<file path="config.mk">
export PLATFORM = sky130hd
export DESIGN_NAME = line_follow_mecanum_mixer
export DESIGN_NICKNAME = d
export VERILOG_FILES = /design/src/design/lf_pkg.sv /design/src/design/line_follow_mecanum_mixer.sv /design/src/design/lf_front.sv /design/src/design/lf_queue.sv /design/src/design/lf_back.sv
export VERILOG_INCLUDE_DIRS = /design/src /design/src/design
export SDC_FILE = /design/constraint.sdc
export NUM_CORES = 1
export LEC_CHECK = 0
export BUFFER_PORTS_ARGS = -buffer_cell sky130_fd_sc_hd__buf_2
export CAP_MARGIN = 20
export CORE_MARGIN = 3
export CORE_UTILIZATION = 55
export DETAILED_ROUTE_END_ITERATION = 7
export GPL_ROUTABILITY_DRIVEN = 0
export PLACE_DENSITY = 0.7
export SYNTH_ARGS = -nofsm -noshare
export SYNTH_HDL_FRONTEND = slang
export SYNTH_SLANG_ARGS = --single-unit
</file>
<file path="constraint.sdc">
create_clock -name clk -period 11.3 [get_ports clk]
set_input_delay 1.13 -clock clk [delete_from_list [all_inputs] [get_ports clk]]
set_output_delay 1.13 -clock clk [all_outputs]
set_load 0.005 [all_outputs]
</file>
<file path="src/design/assert_macros.svh">
// Assertion macros used by the top-level mixer.
`ifndef ASSERT_MACROS_SVH
`define ASSERT_MACROS_SVH

// Checks that a condition holds at every clock edge outside reset.
`define LF_ASSERT(label, cond) \
  label: assert property (@(posedge clk) disable iff (rst) (cond)) \
    else $error("assertion failed");

// Checks that a consequence holds in the same cycle as its cause.
`define LF_ASSERT_IMPL(label, cause, effect) \
  label: assert property (@(posedge clk) disable iff (rst) (cause) |-> (effect)) \
    else $error("assertion failed");

`endif

</file>
<file path="src/design/lf_pkg.sv">
`default_nettype none

package lf_pkg;

  localparam int SpeedW = 12;
  localparam int WheelW = 13;
  localparam int PatW   = 4;

  typedef enum logic [2:0] {
    REG_FWD_QUICK    = 3'd0,
    REG_FWD_GENTLE   = 3'd1,
    REG_STRAFE_TRIM  = 3'd2,
    REG_STRAFE_HARD  = 3'd3,
    REG_YAW_TRIM     = 3'd4,
    REG_YAW_HARD     = 3'd5,
    REG_SEARCH_SPEED = 3'd6,
    REG_SPEED_LIMIT  = 3'd7
  } cfg_reg_t;

  localparam logic [SpeedW-1:0] ResetFwdQuick    = 12'd1200;
  localparam logic [SpeedW-1:0] ResetFwdGentle   = 12'd800;
  localparam logic [SpeedW-1:0] ResetStrafeTrim  = 12'd350;
  localparam logic [SpeedW-1:0] ResetStrafeHard  = 12'd650;
  localparam logic [SpeedW-1:0] ResetYawTrim     = 12'd250;
  localparam logic [SpeedW-1:0] ResetYawHard     = 12'd500;
  localparam logic [SpeedW-1:0] ResetSearchSpeed = 12'd500;
  localparam logic [SpeedW-1:0] ResetSpeedLimit  = 12'd3000;

  typedef struct packed {
    logic [SpeedW-1:0] fwd_quick;
    logic [SpeedW-1:0] fwd_gentle;
    logic [SpeedW-1:0] strafe_trim;
    logic [SpeedW-1:0] strafe_hard;
    logic [SpeedW-1:0] yaw_trim;
    logic [SpeedW-1:0] yaw_hard;
    logic [SpeedW-1:0] search_speed;
    logic [SpeedW-1:0] speed_limit;
  } cfg_t;

  // Body speeds of one item as handed from the front to the back.
  typedef struct packed {
    logic [SpeedW-1:0]        vx;
    logic signed [WheelW-1:0] vy;
    logic signed [WheelW-1:0] wz;
    logic                     junction;
  } cmd_t;

endpackage

`default_nettype wire

</file>
<file path="src/design/line_follow_mecanum_mixer.sv">
// Channel     Handshake                 Payload
// input       push / full               line_pattern [3:0]
// result      empty / pop               wheel_* [12:0] signed, junction_found
// config      cfg_valid / cfg_ready     cfg_index [2:0], cfg_data [11:0]
//
// An item is classified in the cycle it is accepted and waits in a two-entry queue.
// The mixer steps through idle, mix, max, one step per wheel and done; when a wheel exceeds
// the speed limit, each of the four wheels is scaled by a multiply and a pass of the shared
// restoring divider. It takes the next item only after the last has reached the output.
// Reset is synchronous; it restores the register defaults and forgets the line side.
// A stalled result holds the mixer, while the front keeps accepting until the queue fills.
`default_nettype none
`include "assert_macros.svh"

module line_follow_mecanum_mixer import lf_pkg::*; (
  input  logic                     clk,
  input  logic                     rst,
  input  logic                     push,
  output logic                     full,
  input  logic [PatW-1:0]          line_pattern,
  output logic                     empty,
  input  logic                     pop,
  output logic signed [WheelW-1:0] wheel_front_left,
  output logic signed [WheelW-1:0] wheel_front_right,
  output logic signed [WheelW-1:0] wheel_back_left,
  output logic signed [WheelW-1:0] wheel_back_right,
  output logic                     junction_found,
  input  logic                     cfg_valid,
  output logic                     cfg_ready,
  input  logic [2:0]               cfg_index,
  input  logic [SpeedW-1:0]        cfg_data
);

  cfg_t cfg;
  cmd_t front_cmd;
  cmd_t q_item;
  logic q_empty;
  logic q_pop;
  logic accept;

  assign cfg_ready = 1'b1;
  assign accept    = push && !full;

  always_ff @(posedge clk) begin
    if (rst) begin
      cfg.fwd_quick    <= ResetFwdQuick;
      cfg.fwd_gentle   <= ResetFwdGentle;
      cfg.strafe_trim  <= ResetStrafeTrim;
      cfg.strafe_hard  <= ResetStrafeHard;
      cfg.yaw_trim     <= ResetYawTrim;
      cfg.yaw_hard     <= ResetYawHard;
      cfg.search_speed <= ResetSearchSpeed;
      cfg.speed_limit  <= ResetSpeedLimit;
    end else if (cfg_valid && cfg_ready) begin
      unique case (cfg_reg_t'(cfg_index))
        REG_FWD_QUICK:    cfg.fwd_quick    <= cfg_data;
        REG_FWD_GENTLE:   cfg.fwd_gentle   <= cfg_data;
        REG_STRAFE_TRIM:  cfg.strafe_trim  <= cfg_data;
        REG_STRAFE_HARD:  cfg.strafe_hard  <= cfg_data;
        REG_YAW_TRIM:     cfg.yaw_trim     <= cfg_data;
        REG_YAW_HARD:     cfg.yaw_hard     <= cfg_data;
        REG_SEARCH_SPEED: cfg.search_speed <= cfg_data;
        REG_SPEED_LIMIT:  cfg.speed_limit  <= cfg_data;
        default: begin
        end
      endcase
    end
  end

  lf_front u_front (
    .clk     (clk),
    .rst     (rst),
    .accept  (accept),
    .pattern (line_pattern),
    .cfg     (cfg),
    .cmd     (front_cmd)
  );

  lf_queue u_queue (
    .clk     (clk),
    .rst     (rst),
    .push    (push),
    .wr_item (front_cmd),
    .full    (full),
    .pop     (q_pop),
    .rd_item (q_item),
    .empty   (q_empty)
  );

  lf_back u_back (
    .clk               (clk),
    .rst               (rst),
    .q_item            (q_item),
    .q_empty           (q_empty),
    .q_pop             (q_pop),
    .speed_limit       (cfg.speed_limit),
    .empty             (empty),
    .pop               (pop),
    .wheel_front_left  (wheel_front_left),
    .wheel_front_right (wheel_front_right),
    .wheel_back_left   (wheel_back_left),
    .wheel_back_right  (wheel_back_right),
    .junction_found    (junction_found)
  );

  logic signed [WheelW-1:0] lim_pos;
  assign lim_pos = $signed({1'b0, cfg.speed_limit});

  `LF_ASSERT_IMPL(a_junction_stops, !empty && junction_found,
    wheel_front_left == '0 && wheel_front_right == '0 &&
    wheel_back_left == '0 && wheel_back_right == '0)
  `LF_ASSERT_IMPL(a_front_left_limit, !empty,
    wheel_front_left <= lim_pos && wheel_front_left >= -lim_pos)
  `LF_ASSERT_IMPL(a_back_right_limit, !empty,
    wheel_back_right <= lim_pos && wheel_back_right >= -lim_pos)

endmodule

`default_nettype wire

</file>
<file path="src/design/lf_front.sv">
`default_nettype none

module lf_front import lf_pkg::*; (
  input  logic            clk,
  input  logic            rst,
  input  logic            accept,
  input  logic [PatW-1:0] pattern,
  input  cfg_t            cfg,
  output cmd_t            cmd
);

  typedef enum logic [1:0] {
    DIR_UNKNOWN = 2'd0,
    DIR_LEFT    = 2'd1,
    DIR_RIGHT   = 2'd2,
    DIR_SPARE   = 2'd3
  } dir_t;

  localparam logic [PatW-1:0] PatCenter    = 4'h6;
  localparam logic [PatW-1:0] PatLeftIn    = 4'h2;
  localparam logic [PatW-1:0] PatLeftFar   = 4'h1;
  localparam logic [PatW-1:0] PatLeftPair  = 4'h3;
  localparam logic [PatW-1:0] PatRightIn   = 4'h4;
  localparam logic [PatW-1:0] PatRightFar  = 4'h8;
  localparam logic [PatW-1:0] PatRightPair = 4'hC;
  localparam logic [PatW-1:0] PatLeftWide  = 4'h7;
  localparam logic [PatW-1:0] PatRightWide = 4'hE;
  localparam logic [PatW-1:0] PatJunction  = 4'hF;
  localparam logic [PatW-1:0] PatLost      = 4'h0;

  dir_t last_direction;
  dir_t last_direction_next;

  logic signed [WheelW-1:0] ss_pos, sb_pos, ts_pos, tb_pos;

  assign ss_pos = $signed({1'b0, cfg.strafe_trim});
  assign sb_pos = $signed({1'b0, cfg.strafe_hard});
  assign ts_pos = $signed({1'b0, cfg.yaw_trim});
  assign tb_pos = $signed({1'b0, cfg.yaw_hard});

  always_comb begin
    cmd                 = '0;
    cmd.vx              = cfg.fwd_gentle;
    last_direction_next = last_direction;
    unique case (pattern)
      PatCenter: begin
        cmd.vx              = cfg.fwd_quick;
        last_direction_next = DIR_UNKNOWN;
      end
      PatLeftIn: begin
        cmd.vx              = cfg.fwd_quick;
        cmd.vy              = -ss_pos;
        cmd.wz              = -ts_pos;
        last_direction_next = DIR_LEFT;
      end
      PatLeftFar, PatLeftPair: begin
        cmd.vy              = -sb_pos;
        cmd.wz              = -tb_pos;
        last_direction_next = DIR_LEFT;
      end
      PatRightIn: begin
        cmd.vx              = cfg.fwd_quick;
        cmd.vy              = ss_pos;
        cmd.wz              = ts_pos;
        last_direction_next = DIR_RIGHT;
      end
      PatRightFar, PatRightPair: begin
        cmd.vy              = sb_pos;
        cmd.wz              = tb_pos;
        last_direction_next = DIR_RIGHT;
      end
      PatLeftWide: begin
        cmd.vy              = -ss_pos;
        cmd.wz              = -ts_pos;
        last_direction_next = DIR_LEFT;
      end
      PatRightWide: begin
        cmd.vy              = ss_pos;
        cmd.wz              = ts_pos;
        last_direction_next = DIR_RIGHT;
      end
      PatJunction: begin
        cmd.vx       = '0;
        cmd.junction = 1'b1;
      end
      PatLost: begin
        cmd.vx = cfg.search_speed;
        if (last_direction == DIR_LEFT) begin
          cmd.vy = -sb_pos;
          cmd.wz = -tb_pos;
        end else if (last_direction == DIR_RIGHT) begin
          cmd.vy = sb_pos;
          cmd.wz = tb_pos;
        end
      end
      default: begin
      end
    endcase
  end

  always_ff @(posedge clk) begin
    if (rst) begin
      last_direction <= DIR_UNKNOWN;
    end else if (accept) begin
      last_direction <= last_direction_next;
    end
  end

endmodule

`default_nettype wire

</file>
<file path="src/design/lf_queue.sv">
`default_nettype none

module lf_queue import lf_pkg::*; (
  input  logic clk,
  input  logic rst,
  input  logic push,
  input  cmd_t wr_item,
  output logic full,
  input  logic pop,
  output cmd_t rd_item,
  output logic empty
);

  cmd_t       slots [2];
  logic       wr_ptr;
  logic       rd_ptr;
  logic [1:0] count;
  logic       do_push;
  logic       do_pop;

  assign full    = count == 2'd2;
  assign empty   = count == 2'd0;
  assign rd_item = slots[rd_ptr];
  assign do_push = push && !full;
  assign do_pop  = pop && !empty;

  always_ff @(posedge clk) begin
    if (rst) begin
      wr_ptr <= 1'b0;
      rd_ptr <= 1'b0;
      count  <= 2'd0;
    end else begin
      if (do_push) begin
        wr_ptr <= !wr_ptr;
      end
      if (do_pop) begin
        rd_ptr <= !rd_ptr;
      end
      if (do_push && !do_pop) begin
        count <= count + 2'd1;
      end else if (do_pop && !do_push) begin
        count <= count - 2'd1;
      end
    end
  end

  always_ff @(posedge clk) begin
    if (do_push) begin
      slots[wr_ptr] <= wr_item;
    end
  end

endmodule

`default_nettype wire

</file>
<file path="src/design/lf_back.sv">
`default_nettype none

module lf_back import lf_pkg::*; (
  input  logic                     clk,
  input  logic                     rst,
  input  cmd_t                     q_item,
  input  logic                     q_empty,
  output logic                     q_pop,
  input  logic [SpeedW-1:0]        speed_limit,
  output logic                     empty,
  input  logic                     pop,
  output logic signed [WheelW-1:0] wheel_front_left,
  output logic signed [WheelW-1:0] wheel_front_right,
  output logic signed [WheelW-1:0] wheel_back_left,
  output logic signed [WheelW-1:0] wheel_back_right,
  output logic                     junction_found
);

  localparam int SumW  = WheelW + 2;
  localparam int MagW  = SumW - 1;
  localparam int ProdW = MagW + SpeedW;

  typedef enum logic [2:0] {
    S_IDLE,
    S_MIX,
    S_MAX,
    S_MUL,
    S_DIV,
    S_DONE
  } state_t;

  state_t state;

  cmd_t                     item;
  logic                     wsign [4];
  logic [MagW-1:0]          wmag  [4];
  logic signed [WheelW-1:0] res   [4];
  logic [MagW-1:0]          max_mag;
  logic                     need_scale;
  logic [1:0]               idx;
  logic [ProdW-1:0]         prod;
  logic [MagW-1:0]          rem;
  logic [SpeedW-1:0]        quo;
  logic [3:0]               cnt;
  logic                     out_valid;

  logic signed [SumW-1:0] vx_s, vy_s, wz_s;
  logic signed [SumW-1:0] wsum [4];
  logic [MagW-1:0]        m01, m23, m_all;
  logic [MagW-1:0]        rem_src;
  logic [MagW:0]          trial;
  logic                   trial_ok;
  logic [SpeedW-1:0]      quo_next;
  logic [SpeedW-1:0]      mag_final;
  logic [SpeedW-1:0]      mag_plain;
  logic                   load_out;

  assign vx_s = $signed({3'b000, item.vx});
  assign vy_s = SumW'(item.vy);
  assign wz_s = SumW'(item.wz);

  assign wsum[0] = vx_s - vy_s - wz_s;
  assign wsum[1] = vx_s + vy_s + wz_s;
  assign wsum[2] = vx_s + vy_s - wz_s;
  assign wsum[3] = vx_s - vy_s + wz_s;

  assign m01   = (wmag[0] > wmag[1]) ? wmag[0] : wmag[1];
  assign m23   = (wmag[2] > wmag[3]) ? wmag[2] : wmag[3];
  assign m_all = (m01 > m23) ? m01 : m23;

  // The first step starts from the upper product bits, which stay below the divisor.
  assign rem_src  = (cnt == 4'd0) ? prod[ProdW-1:SpeedW] : rem;
  assign trial    = {rem_src, prod[SpeedW-1]};
  assign trial_ok = trial >= {1'b0, max_mag};
  assign quo_next = {quo[SpeedW-2:0], trial_ok};

  assign mag_plain = (wmag[idx] > MagW'(speed_limit)) ? speed_limit : wmag[idx][SpeedW-1:0];
  assign mag_final = (quo_next > speed_limit) ? speed_limit : quo_next;

  assign q_pop    = (state == S_IDLE) && !q_empty;
  assign empty    = !out_valid;
  assign load_out = (state == S_DONE) && (!out_valid || pop);

  always_ff @(posedge clk) begin
    if (rst) begin
      state     <= S_IDLE;
      out_valid <= 1'b0;
    end else begin
      if (load_out) begin
        out_valid <= 1'b1;
      end else if (pop && out_valid) begin
        out_valid <= 1'b0;
      end
      unique case (state)
        S_IDLE: begin
          if (!q_empty) begin
            item  <= q_item;
            state <= S_MIX;
          end
        end
        S_MIX: begin
          for (int i = 0; i < 4; i++) begin
            wsign[i] <= wsum[i][SumW-1];
            wmag[i]  <= wsum[i][SumW-1] ? MagW'(-wsum[i]) : wsum[i][MagW-1:0];
          end
          state <= S_MAX;
        end
        S_MAX: begin
          max_mag    <= m_all;
          need_scale <= m_all > MagW'(speed_limit);
          idx        <= 2'd0;
          state      <= S_MUL;
        end
        S_MUL: begin
          if (need_scale) begin
            prod  <= ProdW'(wmag[idx]) * ProdW'(speed_limit);
            cnt   <= 4'd0;
            state <= S_DIV;
          end else begin
            res[idx] <= wsign[idx] ? -$signed({1'b0, mag_plain})
                                   : $signed({1'b0, mag_plain});
            idx      <= idx + 2'd1;
            state    <= (idx == 2'd3) ? S_DONE : S_MUL;
          end
        end
        S_DIV: begin
          rem  <= trial_ok ? MagW'(trial - {1'b0, max_mag}) : trial[MagW-1:0];
          prod <= {prod[ProdW-2:0], 1'b0};
          quo  <= quo_next;
          cnt  <= cnt + 4'd1;
          if (cnt == 4'(SpeedW - 1)) begin
            res[idx] <= wsign[idx] ? -$signed({1'b0, mag_final})
                                   : $signed({1'b0, mag_final});
            idx      <= idx + 2'd1;
            state    <= (idx == 2'd3) ? S_DONE : S_MUL;
          end
        end
        S_DONE: begin
          if (load_out) begin
            wheel_front_left  <= res[0];
            wheel_front_right <= res[1];
            wheel_back_left   <= res[2];
            wheel_back_right  <= res[3];
            junction_found    <= item.junction;
            state             <= S_IDLE;
          end
        end
        default: begin
          state <= S_IDLE;
        end
      endcase
    end
  end

endmodule

`default_nettype wire
</file>
==> flow_metrics.tcl <==
set metrics [dict create \
    grt_max_degree 88 \
    syn_nets 3664 \
    vias_per_cell 5.98 \
    cts-hold-fix-buffers 0 \
    synth_commonest_cells "nand2_1 (392), edfxtp_1 (353), inv_1 (338)" \
    antenna_found_initial 1 \
    hold-path-endpoint "wheel_front_left[12]$_DFFE_PP_" \
    synth-edff-count 353 \
    cts_buffer_depth 3 \
    rows 88 \
    dp_hpwl_um 60600 \
    synthMuxAreaShare_pct 5.00 \
    area_growth_pct 8.21 \
    synthTopCellsByArea "edfxtp_1 (33%), ha_1 (10%), fa_1 (7.9%)" \
    cts-resized-gates 0 \
    cp.required_ps 11620 \
    reg2reg_to "u_back.prod[24]$_DFFE_PP_" \
    num_vias 24300 \
    clock_skew_ps 29.0 \
    drive_gt1_share_pct 9.74 \
    holdCritStartpoint "u_back.res[0][12]$_DFFE_PP_" \
    hold_viol_final 0 \
    wire_per_inst_um 20.1 \
    grt_usage_pct 25.5 \
    start_kind "flip-flop" \
    yosys.cell_count.top_type "nand2_1" \
    cp_num_buf_inv 4 \
    syn-cell-area_mm2 0.0324 \
    coreArea_mm2 0.0580 \
    min_period_ps 7570 \
    synth-adder-area-share_pct 18.1 \
    crit_family "adder cells" \
    rrSetupSlack_ps 3730 \
    criticalPathCategory "reg -> reg" \
    ys_ff_latch 461 \
    io_pins 80 \
    die_h_um 249 \
    firstDrtPassIters 7 \
    cts_root_buf "clkbuf_16" \
    max_freq_mhz 132 \
    numCtsBuffers 48 \
    synth_top_cell_area_share_pct 32.7 \
    fin_setup_tns_ps 0 \
    dieArea_mm2 0.0618 \
    htree_levels 2 \
    rsz0062_at_grt "false" \
    cts_tree "built" \
    first_iter_violations 2183 \
    synth_top_family_by_area "adder cells" \
    syn_inst 3248 \
    final_net_count 3672 \
    clkTransAtPathRegs_ps 60 \
    synthXorXnorAreaFrac_pct 4.49 \
    yosysWarningCount 0 \
    cts_sinks 461 \
    slew_headroom_pct 27.5 \
    yosys.area_share.simple_pct 14.7 \
    status "complete, no violations" \
    overflow 0 \
    ys_seq_area_share_pct 39.4 \
    arrival_ps 7890 \
    synthDistinctLibCells 104 \
    wl_um 81600 \
    drv_cap 0 \
    die_w_um 249 \
    cp_slowest_cell "dfxtp_1" \
    cp_common_cell "fa_1" \
    hold_depth 0 \
    path_cells "mux4_2 > and2_1 > fa_1 > inv_1 > fa_1 > inv_1 > fa_1 > fa_1 > inv_1 > fa_1 > inv_1 > ha_1 > a211o_1 > o311ai_1 > a31oi_1 > o41ai_1 > o2111ai_1 > a21oi_1 > xor2_1 > o21ai_0" \
    path_max_fanout 18 \
    synth_ff_type "edfxtp_1" \
    grt_pass1_wl_um 128000 \
    yosys.area.top_type "edfxtp_1" \
    async_flop_share_pct 0 \
    worstMarginPinSlew_ps 1080 \
    hp-class "reg -> reg" \
    synth_compound_area_share_pct 12.5 \
    finalCritPeriodShare_pct 67.0 \
    reg2reg_depth 20 \
    start_util_pct 55.8 \
    io_buffers 78 \
    drv_slew 0 \
    ant_nets 0 \
    max_stage_delay_ps 930 \
    postCtsSetupRepairBufs 0 \
    end_kind "flip-flop" \
    clk_latency_ps 600 \
    setup_viol 0 \
    drc 0 \
    syn_avg_cell_area_um2 9.97 \
    grt_pass1_vias 23600 \
]
worst max-delay path by stage:
| stage | cells past startpoint | end | slack [ps] |
|---|---|---|---|
| after floorplan | 3 | u_back.wmag[0][0]$_DFFE_PP_ | 3080 |
| after global placement | 20 | u_back.prod[24]$_DFFE_PP_ | 3800 |
| after detailed placement | 20 | u_back.prod[24]$_DFFE_PP_ | 3670 |
| after CTS | 20 | u_back.prod[24]$_DFFE_PP_ | 3690 |
| after global routing | 20 | u_back.prod[24]$_DFFE_PP_ | 3200 |
| final | 20 | u_back.prod[24]$_DFFE_PP_ | 3730 |
cell families (layout without fill, tap and decap cells):
logic type,after synthesis,in the layout
AOI/OAI and AO/OA,604,604
xor gates and xnor gates,166,166
adders and majority gates,392,392
buffers and inverters,491,538
DFF,461,461
muxes,136,136
other,1,2
and+or+nand+nor,997,997
metrics by stage:
step | std cells | util, % | area (um^2) | hold slack [ps] | setup slack (ps)
after floorplan | 3248 | - | 32400 | 400 | 3080
after global placement | 3968 | 57.6 | 33400 | 402 | 3800
after detailed placement | 3970 | 57.7 | 33500 | 405 | 3670
after CTS | 4059 | 60.4 | 35000 | 419 | 3690
after global routing | 4060 | 60.4 | 35000 | 424 | 3200
final | 4061 | 60.4 | 35000 | 418 | 3730
cells in the final DEF (no fill, tap or decap), types with 13 or more instances in the layout:
cell type	Yosys	routed
o21a_1	23	23
dfxtp_1	108	107
and2_1	58	58
o21bai_1	14	14
a31oi_1	22	22
mux2i_1	50	50
clkbuf_16	0	49
a211oi_1	18	18
ha_1	265	265
buf_2	9	77
xor2_1	61	61
nor2_1	216	210
nand3_1	35	35
or3_1	43	43
nand4_1	26	26
o21ai_0	115	114
a211o_1	27	27
mux4_2	13	13
o211ai_1	14	14
nand3b_1	30	30
buf_4	4	27
edfxtp_1	353	353
a21o_1	27	27
xnor2_1	105	105
mux2_2	72	72
nor3_1	51	48
nor2b_1	45	45
a222oi_1	17	17
nand2_1	392	392
or2_2	13	13
fa_1	127	127
nand2b_1	29	29
a21oi_1	189	187
inv_1	338	338
layer usage:
| metal | share of wire, % | track usage [%] | vias to the layer above |
|---|---|---|---|
| li1 | - | - | 11400 |
| met1 | 41 | 33.3 | 11700 |
| met2 | 47 | 41.8 | 992 |
| met3 | 6.6 | 3.74 | 270 |
| met4 | 5.2 | 12.8 | 0 |
| met5 | 0 | 0 | - |
sequential cells by signal, indices dropped and copies added (netlist names), 11 cells and up, named ones only:
register and count:
u_queue.slots 78, u_back.item 39, u_back.wmag 55, u_back.max_mag 14, u_back.prod 26, wheel_back_right 13, wheel_front_left 13, wheel_front_right 13
u_back.quo 11, wheel_back_left 13, u_back.rem 14, u_back.res 52, cfg 96
area by class of cell:
type | instances | area, um^2
Fill cell | 4683 | 23000
Clock buffer | 59 | 1280
Inverter | 342 | 1280
Antenna cell | 1 | 2.50
Clock inverter | 30 | 283
Tap cell | 765 | 957
Timing Repair Buffer | 107 | 648
Sequential cell | 461 | 12800
Multi-Input combinational cell | 2296 | 17800
Power is not shown: default switching activity piles up to over one toggle a cycle in this logic, so the estimate is an artifact.
